**src/sha256md_pkg.sv**
```systemverilog
// shared types, constants and round functions for the sha-256 digest block
// no dependencies; imported by every module of the block
`default_nettype none

package sha256md_pkg;

    // one input beat: message byte plus flags
    typedef struct packed {
        logic [7:0] data_byte;
        logic       has_byte;
        logic       last_of_message;
    } t_in_beat;

    // one output beat: digest word with its position
    typedef struct packed {
        logic [31:0] digest_word;
        logic [2:0]  word_index;
        logic        last_word;
    } t_out_beat;

    // 512-bit block, byte 0 and word 0 in the most significant bits
    typedef logic [0:63][7:0]  t_blk_bytes;
    typedef logic [0:15][31:0] t_blk_words;
    typedef logic [0:7][31:0]  t_hash_words;

    // block handed from front end to compression engine
    typedef struct packed {
        t_blk_words words;
        logic       final_blk;
    } t_blk_entry;

    typedef enum logic [1:0] {
        F_ACCEPT,
        F_PAD,
        F_LEN
    } t_front_state;

    typedef enum logic [1:0] {
        B_IDLE,
        B_ROUND,
        B_ADD,
        B_OUT
    } t_back_state;

    localparam logic [5:0] LAST_BYTE_POS = 6'd63;
    localparam logic [5:0] LEN_FIELD_POS = 6'd56;
    localparam logic [5:0] LAST_ROUND    = 6'd63;
    localparam logic [2:0] LAST_WORD_IDX = 3'd7;
    localparam logic [7:0] PAD_MARK      = 8'h80;

    localparam t_hash_words H_INIT = {
        32'h6a09e667, 32'hbb67ae85, 32'h3c6ef372, 32'ha54ff53a,
        32'h510e527f, 32'h9b05688c, 32'h1f83d9ab, 32'h5be0cd19
    };

    localparam logic [31:0] ROUND_K [0:63] = '{
        32'h428a2f98, 32'h71374491, 32'hb5c0fbcf, 32'he9b5dba5,
        32'h3956c25b, 32'h59f111f1, 32'h923f82a4, 32'hab1c5ed5,
        32'hd807aa98, 32'h12835b01, 32'h243185be, 32'h550c7dc3,
        32'h72be5d74, 32'h80deb1fe, 32'h9bdc06a7, 32'hc19bf174,
        32'he49b69c1, 32'hefbe4786, 32'h0fc19dc6, 32'h240ca1cc,
        32'h2de92c6f, 32'h4a7484aa, 32'h5cb0a9dc, 32'h76f988da,
        32'h983e5152, 32'ha831c66d, 32'hb00327c8, 32'hbf597fc7,
        32'hc6e00bf3, 32'hd5a79147, 32'h06ca6351, 32'h14292967,
        32'h27b70a85, 32'h2e1b2138, 32'h4d2c6dfc, 32'h53380d13,
        32'h650a7354, 32'h766a0abb, 32'h81c2c92e, 32'h92722c85,
        32'ha2bfe8a1, 32'ha81a664b, 32'hc24b8b70, 32'hc76c51a3,
        32'hd192e819, 32'hd6990624, 32'hf40e3585, 32'h106aa070,
        32'h19a4c116, 32'h1e376c08, 32'h2748774c, 32'h34b0bcb5,
        32'h391c0cb3, 32'h4ed8aa4a, 32'h5b9cca4f, 32'h682e6ff3,
        32'h748f82ee, 32'h78a5636f, 32'h84c87814, 32'h8cc70208,
        32'h90befffa, 32'ha4506ceb, 32'hbef9a3f7, 32'hc67178f2
    };

    // round function sigma terms, rotations written as concatenations
    function automatic logic [31:0] big_sigma0(input logic [31:0] x);
        return {x[1:0], x[31:2]} ^ {x[12:0], x[31:13]} ^ {x[21:0], x[31:22]};
    endfunction

    function automatic logic [31:0] big_sigma1(input logic [31:0] x);
        return {x[5:0], x[31:6]} ^ {x[10:0], x[31:11]} ^ {x[24:0], x[31:25]};
    endfunction

    function automatic logic [31:0] small_sigma0(input logic [31:0] x);
        return {x[6:0], x[31:7]} ^ {x[17:0], x[31:18]} ^ {3'b000, x[31:3]};
    endfunction

    function automatic logic [31:0] small_sigma1(input logic [31:0] x);
        return {x[16:0], x[31:17]} ^ {x[18:0], x[31:19]} ^ {10'b0, x[31:10]};
    endfunction

endpackage

`default_nettype wire

```
**src/sha256md_queue.sv**
```systemverilog
// short block queue between front end and compression engine
// depends on sha256md_pkg
`default_nettype none

module sha256md_queue #(
    parameter int DEPTH = 2
) (
    input  wire                      i_clk,
    input  wire                      i_rst_n,
    input  wire                      i_push,
    input  sha256md_pkg::t_blk_entry i_push_data,
    input  wire                      i_pop,
    output logic                     o_full,
    output logic                     o_empty,
    output sha256md_pkg::t_blk_entry o_head
);
    import sha256md_pkg::*;

    localparam int AW = (DEPTH > 1) ? $clog2(DEPTH) : 1;
    localparam int CW = $clog2(DEPTH + 1);

    t_blk_entry    r_mem [DEPTH];
    logic [AW-1:0] r_wr;
    logic [AW-1:0] r_rd;
    logic [CW-1:0] r_count;

    logic do_push;
    logic do_pop;

    assign o_full  = (r_count == CW'(DEPTH));
    assign o_empty = (r_count == '0);
    assign o_head  = r_mem[r_rd];
    assign do_push = i_push && !o_full;
    assign do_pop  = i_pop && !o_empty;

    // pointers and fill count
    always_ff @(posedge i_clk) begin
        if (!i_rst_n) begin
            r_wr    <= '0;
            r_rd    <= '0;
            r_count <= '0;
        end else begin
            if (do_push) begin
                r_wr <= (r_wr == AW'(DEPTH - 1)) ? '0 : r_wr + AW'(1);
            end
            if (do_pop) begin
                r_rd <= (r_rd == AW'(DEPTH - 1)) ? '0 : r_rd + AW'(1);
            end
            if (do_push && !do_pop) begin
                r_count <= r_count + CW'(1);
            end else if (do_pop && !do_push) begin
                r_count <= r_count - CW'(1);
            end
        end
    end

    // entry storage
    always_ff @(posedge i_clk) begin
        if (do_push) begin
            r_mem[r_wr] <= i_push_data;
        end
    end

endmodule

`default_nettype wire

```
**config.mk**
```make
export PLATFORM = sky130hd
export DESIGN_NAME = sha256md_queue
export DESIGN_NICKNAME = d
export VERILOG_FILES = /design/src/sha256md_pkg.sv /design/src/sha256md_queue.sv
export SDC_FILE = /design/constraint.sdc
export NUM_CORES = 1
export LEC_CHECK = 0
export BUFFER_PORTS_ARGS = -buffer_cell sky130_fd_sc_hd__buf_4
export CORE_AREA = 2 2 398 400
export CTS_BUF_LIST = sky130_fd_sc_hd__clkbuf_16
export CTS_CLUSTER_SIZE = 24
export DETAILED_ROUTE_END_ITERATION = 7
export DIE_AREA = 0 0 400 402
export GPL_TIMING_DRIVEN = 0
export PLACE_DENSITY = 0.41
export SETUP_SLACK_MARGIN = 0.3
export SLEW_MARGIN = 0
export SYNTH_ARGS = -nofsm -noshare
export SYNTH_HDL_FRONTEND = slang
export SYNTH_SLANG_ARGS = --single-unit
```
**constraint.sdc**
```tcl
create_clock -name i_clk -period 25.7 [get_ports i_clk]
set_clock_uncertainty 0.05 [all_clocks]
set_input_delay 2.57 -clock i_clk [delete_from_list [all_inputs] [get_ports i_clk]]
set_output_delay 2.57 -clock i_clk [all_outputs]
set_load 0.1 [all_outputs]
```
Word-level counts from Yosys, hierarchy flattened
Memory sizes are Yosys's and may differ from the RTL's. A register that Yosys moved wholly into a read port is not among the register bits.
Cells that the tools add are included.

storage, ports and cells
  register bits after elaboration = 4
  bits in writable memories = 1026
  bits of input ports = 517
  output and inout port bits = 515
  logic and storage cells = 27
  memories kept = 1

memory list
  memory  words  bits a word  rd ports  clocked after memory_dff  wr ports  line                  RTL
  r_mem   2      513          1         1                         1         sha256md_queue.sv:22  t_blk_entry r_mem [DEPTH];

cells by class
  add/sub/neg operators = 4
  eq/ne operators = 1
  muxes and demuxes = 8
  reductions and logical operators = 10

operator list
  cell                 count
  $mux 1               6
  $logic_and 1x1->1    4
  $logic_not 1->1      4
  $mux 2               2
  $add 1x1->1 const B  2
  $add 2x1->2 const B  1
  $eq 2x2->1 const B   1
  $logic_not 2->1      1
  $reduce_bool 2->1    1
  $sub 2x1->2 const B  1

Depth between registers and ports, before layout
  word-level depth = 7
  gate-level depth with buffers = 7
  depth with buffers taken out = 7

Least setup slack after synthesis
Ideal clock, no wire load.

  kind = input to register
  start point = in i_push
  end point = reg r_wr
  setup time = 0.149 ns
  data arrival time = 23.498 ns
  data required time = 25.501 ns
  slack = 2.003 ns
  stages on the path = 3
  path buffers = 0
  path through = inv_1 nor3_2 o21a_1

on the way
  cells in the longest elaborated chain, start to end = 1

RTL lines
  element               line                  RTL
  from (decl)           sha256md_queue.sv:10  input wire i_push,
  $logic_and 1x1->1     sha256md_queue.sv:33  assign do_push = i_push && !o_full;
  to (signal assigned)  sha256md_queue.sv:44  r_wr <= (r_wr == AW'(DEPTH - 1)) ? '0 : r_wr + AW'(1);
  to (decl)             sha256md_queue.sv:23  logic [AW-1:0] r_wr;

Every way passes these cells.
A chain may end at the register's enable or synchronous reset.

==> out/metrics.csv <==
metric;value;unit
crit path kind;flop to output port;
Layout area overhead;40.9;%
slowest stage delay, CP;0.36;ns
Final Cycle Share;0.197;
# rows;146;
largest family of logic cells by synthesized area;multiplexers;
largest area contributor in the netlist;edfxtp_1;
switching share of power;0.462;
vias;19900;
I/O pin count;1032;
number of enable flip-flop cells after synthesis;1026;
GRT met3 Usage;0.0658;
fraction of registers with async set/reset;0;
vias per cell;3.98;
GRT met2 Usage;0.239;
largest fanout on the critical path;10;
largest net degree at the start of global routing;62;
mux share of post-synthesis cell area;0.154;
Initial Util;0.238;
fill count;15000;
Fin Setup TNS;0;ns
Slowest cell on crit path;mux2_2;
Chip Height;402;um
Slew headroom;0.448;
Main synth FF type;edfxtp_1;
Worst setup EP type;output port;
wire per inst;22.7;um
share of cells above drive strength 1;0.623;
antenna violations before repair;33;
post-synth cell types;19;
vias in the first global route;21600;
Post-Syn Area per Cell;23.1;um2
Hold Fails Final Rpt;0;
Leak Pwr;19.3;nW
dpl cell area;0.0489;mm2
area share of the leading cell type in the synthesized netlist;0.823;
overall track demand over capacity in global routing;0.135;
worst-case clock buffer depth;3;
initial DRC count;668;
Seq cells post-synth;1031;
Int Pwr;0.00384;W
status;completed;
VDD IR-drop max;0.0000866;V
delay-heaviest family, CP;buffers and inverters;
RSZ-0062 raised after global routing;no;
Post-DRT Antenna Nets;0;
P_sw;0.00330;W
Core ar.;0.157;mm2
fin nets;3336;
CP required;23.08;ns
Yosys warnings;0;
DR pass1 iterations;5;
post-CTS sizing;0;
Port-buffer cells;1031;
GR peak layer;met2;
Simple-Gate Fraction of Synth Area;0.00147;
Sink Count;1031;
Worst Hold Class;flop to flop;
first-pass GRT wire length;154000;um
Final setup viols;0;
XOR/XNOR Fraction of Synth Area;0.000702;
maximum clock frequency;0.197;GHz
# Post-CTS Setup Buffers;0;
WP buf/inv;4;
Max Slew Vio Count;0;
Reg power frac;0.301;
Seq/Total Area, Yosys;0.826;
Die W;400;um
Final min period;5.07;ns
synth top area cells;edfxtp_1 82%, mux2_2 15%, buf_6 1.6%;
MaxCap Viol Count;0;
Post-Synth Adder-Cell Area;0.000334;
actual transition at the worst max-transition pin;0.825;ns
most numerous cell in the Yosys netlist;edfxtp_1;
area of the mapped netlist;0.0374;mm2
die area;0.161;mm2
syn_nets;2139;
Worst EP arrival;2.45;ns
CP Cell Sequence;buf_6, buf_6, buf_6, mux2_2, buf_4;
met1 usage;0.132;
top post-synthesis cells by count;1026 x edfxtp_1, 513 x mux2_2, 53 x buf_6, 5 x dfxtp_1, 4 x buf_2;
Synth Instances;1621;
CTS Buf Count;118;
Synth Area in Compound Gates;0.000869;
GPL Wtd Cong;0.787;
Clk pin slew, worst setup/hold paths;0.05;ns
final wirelength;113000;um
cell area after layout;0.0527;mm2
Worst-Skew Late Latency;0.71;ns
clk root buf;clkbuf_16;
drt drc;0;
DPL Wire Length;87000;um
clock share of power;0.228;
CTS H-tree lvls;3;
WHS;0.494;ns
Pwr Density;135;mW/mm2
total global routing overflow;0;
CP most frequent cell;buf_6;
CTS tree;yes;
Comb pwr share;0.471;
hold-fix buffer count after cts;0;
CP Launch Type;flop;
==> through the flow <==
stage | setup WS [ns] | power, W | instances | util
floorplan | 2.00 | 0.00488 | 1621 | -
global placement | -10.42 | 0.00576 | 4724 | 0.304
detailed placement | 20.07 | 0.00559 | 4770 | 0.311
CTS | 20.42 | 0.00725 | 4989 | 0.336
global route | 20.43 | 0.00738 | 4994 | 0.336
finish | 20.63 | 0.00714 | 5000 | 0.336
==> tightest hold or removal path, stage by stage (launching register included) <==
cell and delay [ns]:
dfxtp_1 0.34, o21ai_0 0.07, a21boi_0 0.08
==> registers in the layout, indices dropped and copies added, names as in the netlist, named ones only <==
name	flops
r_wr	1
r_rd	1
r_count	2
r_mem	1026
==> area by class of cell <==
type	count	area, um2	area share
Multi-Input combinational cell	531	5910	0.112
Inverter	2	7.51	0.000142
Antenna cell	11	27.5	0.000522
Timing Repair Buffer	1077	8880	0.168
Buffer	57	617	0.0117
Sequential cell	1031	30900	0.586
Clock inverter	100	820	0.0155
Clock buffer	119	2980	0.0565
Tap cell	2072	2590	0.0492
==> per-layer routing <==
metal / routed length [um] / up-vias
met4: 4420 / 40
met3: 13000 / 205
li1: - / 8932
met5: 261 / -
met1: 38100 / 9925
met2: 57600 / 784
==> power groups by stage <==
stage | registers (W) | logic [W] | clock network [W]
2_1_floorplan | 0.00235 | 0.00253 | 0
3_3_place_gp | 0.00247 | 0.00329 | 0
3_5_place_dp | 0.00219 | 0.00340 | 0
4_1_cts | 0.00215 | 0.00341 | 0.00169
5_1_grt | 0.00217 | 0.00347 | 0.00175
6_report | 0.00215 | 0.00336 | 0.00163
==> cell families (layout without fill, tap and decap cells) <==
group	Yosys count	after routing
buffers and inverters	59	1355
adders and majority gates	1	1
DFF	1031	1031
muxes	513	513
xor gates and xnor gates	3	3
and+or+nand+nor	9	9
other	0	11
AOI/OAI and AO/OA	5	5
==> final timing paths <==
check / startpoint / end / slack, ns / depth (start not counted)
setup / recovery: flop / o_head[330] / 20.63 / 5
hold / removal: r_count[1]$_SDFFE_PN0P_ / r_count[1]$_SDFFE_PN0P_ / 0.49 / 2
setup reg to reg: r_count[0]$_SDFFE_PN0P_ / r_mem[0][116]$_DFFE_PP_ / 22.27 / 12
hold reg to reg: r_count[1]$_SDFFE_PN0P_ / r_count[1]$_SDFFE_PN0P_ / 0.49 / 2
==> cell usage in the layout (no fill, tap or decap), types with 9 or more instances in the layout <==
cell type,netlist,final
buf_16,0,35
buf_4,0,1031
buf_6,53,53
buf_8,0,9
bufinv_16,0,10
clkbuf_16,0,119
clkinv_1,0,30
clkinv_2,0,22
diode_2,0,11
edfxtp_1,1026,1026
inv_1,2,23
mux2_2,513,513
No activity file was read; power rests on OpenSTA's default activity.
