<file path="config.mk">
export PLATFORM = sky130hd
export DESIGN_NAME = sha256md_core
export DESIGN_NICKNAME = d
export VERILOG_FILES = /design/src/sha256md_pkg.sv /design/src/sha256md_core.sv
export SDC_FILE = /design/constraint.sdc
export NUM_CORES = 2
export LEC_CHECK = 0
export BUFFER_PORTS_ARGS = -buffer_cell sky130_fd_sc_hd__clkbuf_2
export CORE_MARGIN = 10
export CORE_UTILIZATION = 55
export DETAILED_ROUTE_END_ITERATION = 7
export PLACE_DENSITY_LB_ADDON = 0.1
export SLEW_MARGIN = 20
export SYNTH_ARGS = -nofsm -noshare
export SYNTH_HDL_FRONTEND = slang
export SYNTH_SLANG_ARGS = --single-unit
</file>
<file path="constraint.sdc">
create_clock -name i_clk -period 68.1 [get_ports i_clk]
set_input_delay 10.215 -clock i_clk [delete_from_list [all_inputs] [get_ports i_clk]]
set_output_delay 10.215 -clock i_clk [all_outputs]
set_load 0.05 [all_outputs]
</file>
<file path="src/sha256md_pkg.sv">
// shared types, constants and round functions for the sha-256 digest block
// no dependencies; imported by every module of the block
`default_nettype none

package sha256md_pkg;

    // one input beat: message byte plus flags
    typedef struct packed {
        logic [7:0] data_byte;
        logic       has_byte;
        logic       last_of_message;
    } t_in_beat;

    // one output beat: digest word with its position
    typedef struct packed {
        logic [31:0] digest_word;
        logic [2:0]  word_index;
        logic        last_word;
    } t_out_beat;

    // 512-bit block, byte 0 and word 0 in the most significant bits
    typedef logic [0:63][7:0]  t_blk_bytes;
    typedef logic [0:15][31:0] t_blk_words;
    typedef logic [0:7][31:0]  t_hash_words;

    // block handed from front end to compression engine
    typedef struct packed {
        t_blk_words words;
        logic       final_blk;
    } t_blk_entry;

    typedef enum logic [1:0] {
        F_ACCEPT,
        F_PAD,
        F_LEN
    } t_front_state;

    typedef enum logic [1:0] {
        B_IDLE,
        B_ROUND,
        B_ADD,
        B_OUT
    } t_back_state;

    localparam logic [5:0] LAST_BYTE_POS = 6'd63;
    localparam logic [5:0] LEN_FIELD_POS = 6'd56;
    localparam logic [5:0] LAST_ROUND    = 6'd63;
    localparam logic [2:0] LAST_WORD_IDX = 3'd7;
    localparam logic [7:0] PAD_MARK      = 8'h80;

    localparam t_hash_words H_INIT = {
        32'h6a09e667, 32'hbb67ae85, 32'h3c6ef372, 32'ha54ff53a,
        32'h510e527f, 32'h9b05688c, 32'h1f83d9ab, 32'h5be0cd19
    };

    localparam logic [31:0] ROUND_K [0:63] = '{
        32'h428a2f98, 32'h71374491, 32'hb5c0fbcf, 32'he9b5dba5,
        32'h3956c25b, 32'h59f111f1, 32'h923f82a4, 32'hab1c5ed5,
        32'hd807aa98, 32'h12835b01, 32'h243185be, 32'h550c7dc3,
        32'h72be5d74, 32'h80deb1fe, 32'h9bdc06a7, 32'hc19bf174,
        32'he49b69c1, 32'hefbe4786, 32'h0fc19dc6, 32'h240ca1cc,
        32'h2de92c6f, 32'h4a7484aa, 32'h5cb0a9dc, 32'h76f988da,
        32'h983e5152, 32'ha831c66d, 32'hb00327c8, 32'hbf597fc7,
        32'hc6e00bf3, 32'hd5a79147, 32'h06ca6351, 32'h14292967,
        32'h27b70a85, 32'h2e1b2138, 32'h4d2c6dfc, 32'h53380d13,
        32'h650a7354, 32'h766a0abb, 32'h81c2c92e, 32'h92722c85,
        32'ha2bfe8a1, 32'ha81a664b, 32'hc24b8b70, 32'hc76c51a3,
        32'hd192e819, 32'hd6990624, 32'hf40e3585, 32'h106aa070,
        32'h19a4c116, 32'h1e376c08, 32'h2748774c, 32'h34b0bcb5,
        32'h391c0cb3, 32'h4ed8aa4a, 32'h5b9cca4f, 32'h682e6ff3,
        32'h748f82ee, 32'h78a5636f, 32'h84c87814, 32'h8cc70208,
        32'h90befffa, 32'ha4506ceb, 32'hbef9a3f7, 32'hc67178f2
    };

    // round function sigma terms, rotations written as concatenations
    function automatic logic [31:0] big_sigma0(input logic [31:0] x);
        return {x[1:0], x[31:2]} ^ {x[12:0], x[31:13]} ^ {x[21:0], x[31:22]};
    endfunction

    function automatic logic [31:0] big_sigma1(input logic [31:0] x);
        return {x[5:0], x[31:6]} ^ {x[10:0], x[31:11]} ^ {x[24:0], x[31:25]};
    endfunction

    function automatic logic [31:0] small_sigma0(input logic [31:0] x);
        return {x[6:0], x[31:7]} ^ {x[17:0], x[31:18]} ^ {3'b000, x[31:3]};
    endfunction

    function automatic logic [31:0] small_sigma1(input logic [31:0] x);
        return {x[16:0], x[31:17]} ^ {x[18:0], x[31:19]} ^ {10'b0, x[31:10]};
    endfunction

endpackage

`default_nettype wire

</file>
<file path="src/sha256md_core.sv">
// compression engine: one round per cycle, chaining value, digest output
// depends on sha256md_pkg; takes blocks from sha256md_queue
`default_nettype none

module sha256md_core (
    input  wire                      i_clk,
    input  wire                      i_rst_n,
    input  wire                      i_empty,
    input  sha256md_pkg::t_blk_entry i_head,
    output logic                     o_pop,
    output logic                     o_out_valid,
    input  wire                      i_out_stall,
    output sha256md_pkg::t_out_beat  o_out_beat
);
    import sha256md_pkg::*;

    t_back_state r_bstate, n_bstate;
    t_hash_words r_chain;
    t_hash_words r_wv;
    t_blk_words  r_sched;
    logic [5:0]  r_round;
    logic        r_final;
    logic [2:0]  r_idx;
    logic        r_out_valid;
    t_out_beat   r_out;

    logic        load_out;
    logic [31:0] t1;
    logic [31:0] t2;
    logic [31:0] ch;
    logic [31:0] maj;
    logic [31:0] new_w;
    t_hash_words n_wv;
    t_blk_words  n_sched;

    // one round and the next schedule word
    always_comb begin
        ch      = (r_wv[4] & r_wv[5]) ^ (~r_wv[4] & r_wv[6]);
        maj     = (r_wv[0] & r_wv[1]) ^ (r_wv[0] & r_wv[2]) ^ (r_wv[1] & r_wv[2]);
        t1      = r_wv[7] + big_sigma1(r_wv[4]) + ch + ROUND_K[r_round] + r_sched[0];
        t2      = big_sigma0(r_wv[0]) + maj;
        n_wv    = {t1 + t2, r_wv[0], r_wv[1], r_wv[2],
                   r_wv[3] + t1, r_wv[4], r_wv[5], r_wv[6]};
        new_w   = r_sched[0] + small_sigma0(r_sched[1]) + r_sched[9]
                + small_sigma1(r_sched[14]);
        n_sched = {r_sched[1:15], new_w};
    end

    // next state
    always_comb begin
        n_bstate = r_bstate;
        case (r_bstate)
            B_IDLE: begin
                if (!i_empty) begin
                    n_bstate = B_ROUND;
                end
            end
            B_ROUND: begin
                if (r_round == LAST_ROUND) begin
                    n_bstate = B_ADD;
                end
            end
            B_ADD: begin
                n_bstate = r_final ? B_OUT : B_IDLE;
            end
            B_OUT: begin
                if (load_out && (r_idx == LAST_WORD_IDX)) begin
                    n_bstate = B_IDLE;
                end
            end
            default: n_bstate = B_IDLE;
        endcase
    end

    // outputs: queue pop, output register load
    always_comb begin
        o_pop    = 1'b0;
        load_out = 1'b0;
        case (r_bstate)
            B_IDLE:  o_pop    = !i_empty;
            B_OUT:   load_out = !r_out_valid || !i_out_stall;
            default: begin
                o_pop    = 1'b0;
                load_out = 1'b0;
            end
        endcase
    end

    assign o_out_valid = r_out_valid;
    assign o_out_beat  = r_out;

    // control and chaining value
    always_ff @(posedge i_clk) begin
        if (!i_rst_n) begin
            r_bstate    <= B_IDLE;
            r_chain     <= H_INIT;
            r_round     <= '0;
            r_idx       <= '0;
            r_out_valid <= 1'b0;
        end else begin
            r_bstate <= n_bstate;
            if (o_pop) begin
                r_round <= '0;
            end else if (r_bstate == B_ROUND) begin
                r_round <= r_round + 6'd1;
            end
            if (r_bstate == B_ADD) begin
                for (int i = 0; i < 8; i++) begin
                    r_chain[i] <= r_chain[i] + r_wv[i];
                end
                r_idx <= '0;
            end else if (load_out) begin
                r_idx <= r_idx + 3'd1;
                if (r_idx == LAST_WORD_IDX) begin
                    r_chain <= H_INIT;
                end
            end
            if (load_out) begin
                r_out_valid <= 1'b1;
            end else if (!i_out_stall) begin
                r_out_valid <= 1'b0;
            end
        end
    end

    // working variables, schedule window, output beat
    always_ff @(posedge i_clk) begin
        if (o_pop) begin
            r_sched <= i_head.words;
            r_wv    <= r_chain;
            r_final <= i_head.final_blk;
        end else if (r_bstate == B_ROUND) begin
            r_sched <= n_sched;
            r_wv    <= n_wv;
        end
        if (load_out) begin
            r_out <= '{digest_word: r_chain[r_idx], word_index: r_idx,
                       last_word: (r_idx == LAST_WORD_IDX)};
        end
    end

    // the add step follows exactly the last round
    a_add_after_rounds: assert property (@(posedge i_clk) disable iff (!i_rst_n)
        (r_bstate == B_ADD) |-> ($past(r_bstate) == B_ROUND && $past(r_round) == LAST_ROUND))
        else $error("add step entered without completing 64 rounds");

    // a fresh block starts at round zero
    a_round_start: assert property (@(posedge i_clk) disable iff (!i_rst_n)
        (r_bstate == B_ROUND && $past(r_bstate) == B_IDLE) |-> (r_round == '0))
        else $error("block started at a nonzero round");

    // chaining value returns to the initial hash after the last digest word
    a_chain_restart: assert property (@(posedge i_clk) disable iff (!i_rst_n)
        (load_out && r_idx == LAST_WORD_IDX) |=> (r_chain == H_INIT))
        else $error("chaining value not restored after digest");

endmodule

`default_nettype wire

</file>
; ---- Word-level counts from Yosys, hierarchy flattened
; Memories as Yosys holds them, arrays and structs flattened.
; Cells that the tools add are included.
[op_classes]
shift = 0
eq_ne = 9
n_mux = 21
bitwise_logic = 20
mul = 0
div = 0
magnitude_cmp = 2
n_reduce_logical = 13
add_sub_neg = 20
[op_table]
columns = op, count
row1 = $mux 256, 5
row2 = $mux 512, 2
row3 = $add 32x32->32, 18
row4 = $xor 32x32->32, 9
row5 = $and 32x32->32, 5
row6 = $mux 32, 4
row7 = $bmux 32 s3, 1
row8 = $not 32->32, 1
row9 = $xor 32x22->32, 1
row10 = $xor 32x29->32, 1
row11 = $mux 2, 4
row12 = $pmux 2 s4, 1
row13 = $ge 7x7->1 const B, 1
row14 = $not 6->7, 1
row15 = $add 6x1->6 const B, 1
row16 = $eq 6x6->1 const B, 1
row17 = $ne 2x2->1 const B, 3
row18 = $reduce_bool 2->1, 3
row19 = $eq 2x2->1 const B, 2
row20 = $ge 4x4->1 const B, 1
row21 = $mux 1, 4
row22 = $not 3->4, 1
row23 = $reduce_or 2->1, 2
row24 = $add 3x1->3 const B, 1
row25 = other kinds (10), 12
[word_totals]
latch_bits = 0
mem_count = 1
mem_bits_ro = 2048
ramBits = 0
regBits = 1073
output_inout_bits = 38
[memory_table]
columns = name, words, width, read_ports, rd_ports_with_merged_regs, wr, line
row1 = (name not given), 64, 32, 1, 0, 0, sha256md_core.sv:40  ; t1 = r_wv[7] + big_sigma1(r_wv[4]) + ch + ROUND_K[r_round] + r_sched[0];

; ---- Depth between registers and ports, before layout
[logic_depth]
depth_word = 9
depth_mapped = 38
depth_no_buf = 36

; ---- Least setup slack after synthesis
; Ideal clock, no wire load.
[synth_timing]
kind = input -> register
from = input i_empty
to = register r_sched (netlist bit n_sched[100]), enable pin
setup_ns = 5.327
path_stages = 5
n_path_buf = 3
required_ns = 62.773
setup_slack_ns = 39.202
t_arrival_ns = 23.571
cell_sequence = or3_1 > clkbuf_1 > clkbuf_1 > clkbuf_1 > nand2_1
[synth_via]
elab_chain_cells = 3
[synth_rtl]
columns = item, line
row1 = start: declaration, sha256md_core.sv:8  ; input wire i_empty,
row2 = $logic_not 1->1, sha256md_core.sv:80  ; B_IDLE: o_pop = !i_empty;
row3 = $mux 1, sha256md_core.sv:79  ; case (r_bstate)
row4 = $reduce_bool 2->1 (no line), --
row5 = end signal: assignment, sha256md_core.sv:129  ; r_sched <= i_head.words;
row6 = end signal: assignment, sha256md_core.sv:133  ; r_sched <= n_sched;
row7 = end: declaration, sha256md_core.sv:20  ; t_blk_words r_sched;
; No other way between the ends.
; A chain may end at the register's enable or synchronous reset.

; ---- Final worst setup path
[layout_timing]
from = input i_empty
to = output o_pop
[layout_via]
elab_chain_cells = 2
[layout_rtl]
columns = item, line
row1 = $logic_not 1->1, sha256md_core.sv:80
row2 = $mux 1, sha256md_core.sv:79
row3 = end: declaration, sha256md_core.sv:10  ; output logic o_pop,
; No other way between the ends.

==> run_results.csv <==
group,metric,value,unit
run_status,status,"complete, no violations",
place,place.gp.congestion,0.974,
synth,ys_seq_elements,1073,
global_routing,antenna_found_initial,30,
clock_tree,clock_latency,0.76,ns
die,ios,555,
finish,most-common-layout-cells,"nand2_1, edfxtp_1, clkbuf_2, inv_1, a21oi_1",
sta,maxSlewViolCount,0,
die,die_h,384,µm
detailed_routing,drc,0,
die,core-area,131000,µm²
synth,synth_cell_types,103,
sta,final_min_period_over_clock_period,32.8,%
sta,worst_slew_pin_slew,1.35,ns
clock_tree,clock_tree.root_cell,"clkbuf_16",
clock_tree,htreeDepth,3,
detailed_routing,first_pass_iters,8,
synth,async_reset_ff_share,0,%
finish,area_growth,11.4,%
setup_path,critical_path.endpoint_type,"output port",
synth,yosysWarnings,0,
sta,slew-limit-headroom,9.69,%
die,die_area,147000,µm²
synth,yosys.area.top_type_share,33.2,%
setup_path,reg2reg_slack,57.09,ns
setup_path,start_kind,"primary input",
clock_tree,numCtsBuffers,119,
synth,synthTopCellsByArea,"edfxtp_1, nand2_1, dfxtp_1",
global_routing,grt_pass1_vias,58300,
detailed_routing,dr_total_vias,62100,
clock_tree,postCtsSetupRepairBufs,0,
die,start_util,55.3,%
run,maxCapViolCount,0,
sta,hold_violations,0,
hold_path,min_path_type,"reg2reg",
sta,setup_ws,45.79,ns
clock_tree,cts_buffer_depth,3,
synth,synthCells,8121,
clock_tree,cts_tree,"built",
die,die_w,384,µm
setup_path,critical_path_arrival,12.10,ns
clock_tree,clock_sinks,1073,
synth,syn_area,72700,µm²
finish,drive_gt1_share,11.9,%
synth,synth_edf_count,805,
detailed_routing,final_antenna_net_count,0,
sta,rsz0062_at_grt,"false",
place,place_hpwl,199000,µm
global_routing,grt_max_degree,158,
detailed_routing,wl_per_cell,25.7,µm
setup_path,cp-startpoint,"i_empty",
clock_tree,ctsResizeCount,0,
setup_path,critPathKind,"in2out",
synth,ys_seq_area_share,40.6,%
place,dp_slack,45.86,ns
synth,synth_area_leader_cell,"edfxtp_1",
global_routing,overflow,0,
setup_path,crit_fanout,145,
place,port_buffers,554,
global_routing,grt_util_all_layers,34.8,%
clock_tree,clk_pin_slew,0.06,ns
clock_tree,cts_hold_buf,0,
die,std_cell_rows,133,
sta,max_freq,44.8,MHz
sta,fin_setup_tns,0,ns
sta,skew,0.0437,ns
synth,synth-main-ff-cell,"edfxtp_1",
detailed_routing,dr.first_iter.drc_count,7833,
global_routing,grt_first_pass_wirelength,384000,µm
finish,nets,9582,
finish,layout_commonest_cell,"nand2_1",
synth,syn-mean-instance-area,8.96,µm²
detailed_routing,drt_wl_total,266000,µm
synth,synth_nets,9230,
sta,period_needed,22.31,ns
setup_path,required,57.89,ns
detailed_routing,avgViaCountPerCell,6.00,
finish,fillers,11600,
sta,setup_viol,0,
setup_path,timing.rr.start,"r_round[1]$_SDFFE_PP0P_",
hold_path,worstHoldStart,"r_chain[245]$_SDFFE_PN0P_",
==> per-stage QoR <==
stage | std cells | hold slack [ns] | area (µm²) | utilization, %
after floorplan | 8121 | 0.435 | 72700 | -
after global placement | 10100 | 0.478 | 76900 | 58.5
after detailed placement | 10100 | 0.488 | 76900 | 58.5
after CTS | 10300 | 0.496 | 81000 | 61.6
after global routing | 10400 | 0.520 | 81000 | 61.6
final | 10400 | 0.498 | 81100 | 61.7
==> flip-flops by register name, indices dropped and copies added (netlist names) <==
signal and count:
n_sched 480, r_chain 256, n_wv 192, r_wv 64
o_out_beat 36, r_sched 32, r_round 6, r_idx 3
r_bstate 2, o_out_valid 1, r_final 1
==> worst max-delay path, cell delays in order <==
cell	delay (ns)
clkbuf_2	0.10
or3_4	0.61
inv_8	0.59
clkbuf_2	0.41
==> kinds of logic after synthesis <==
kind of cell / count (synthesis) / synth area share [%]
multiplexers: 151 / 3.34
AND/OR/NAND/NOR: 3182 / 18.0
XOR/XNOR: 559 / 6.77
adder cells (fa/ha/maj): 594 / 12.2
AO/OA/AOI/OAI: 1656 / 14.3
buffers and inverters: 906 / 4.72
flip-flops: 1073 / 40.6
==> cell type report <==
type	count	area (µm²)	share of cell area, %
Antenna cell	22	55.1	0.0679
Clock buffer	161	3330	4.11
Clock inverter	64	771	0.951
Inverter	500	1880	2.32
Multi-Input combinational cell	6142	39800	49.2
Sequential cell	1073	29600	36.5
Tap cell	1755	2200	2.71
Timing Repair Buffer	637	3430	4.23
==> final timing paths <==
path / end / depth (start not counted)
setup / recovery: o_pop / 4
hold / removal: r_chain[245]$_SDFFE_PN0P_ / 2
setup reg to reg: n_wv[220]$_DFFE_PP_ / 36
hold reg to reg: r_chain[245]$_SDFFE_PN0P_ / 2
==> per-layer routing <==
layer / vias up / wire (µm) / GRT usage [%]
met5: - / 64 / 0
met4: 10 / 9880 / 11.9
met3: 451 / 30200 / 9.34
met2: 3165 / 115000 / 51.2
met1: 29900 / 111000 / 49.4
li1: 28600 / - / -
==> cells in the mapped netlist (12+ instances only) <==
cell type	number
mux4_2	69
nand2_1	2293
nand3_1	110
edfxtp_1	805
ha_1	397
and3_1	45
a21oi_1	461
a22oi_1	24
nand2b_1	51
mux2i_1	37
o311ai_0	17
clkbuf_1	372
o21bai_1	62
a21boi_0	27
and2_1	42
nor2b_1	70
xnor2_1	336
fa_1	195
o21ai_1	13
o21ai_0	436
dfxtp_1	268
xor2_1	221
nand4_1	15
a21o_1	201
o211ai_1	33
o31ai_1	33
buf_1	28
or3_1	31
nor3_1	113
o22ai_1	35
and4_1	13
mux2_2	45
inv_1	494
nor2_1	353
o21a_1	53
nor4_1	12
a31oi_1	37
a211oi_1	60
Power is left out: the tool's default activity adds up to more than one toggle a clock period on the data nets, which glitch-free logic cannot reach.
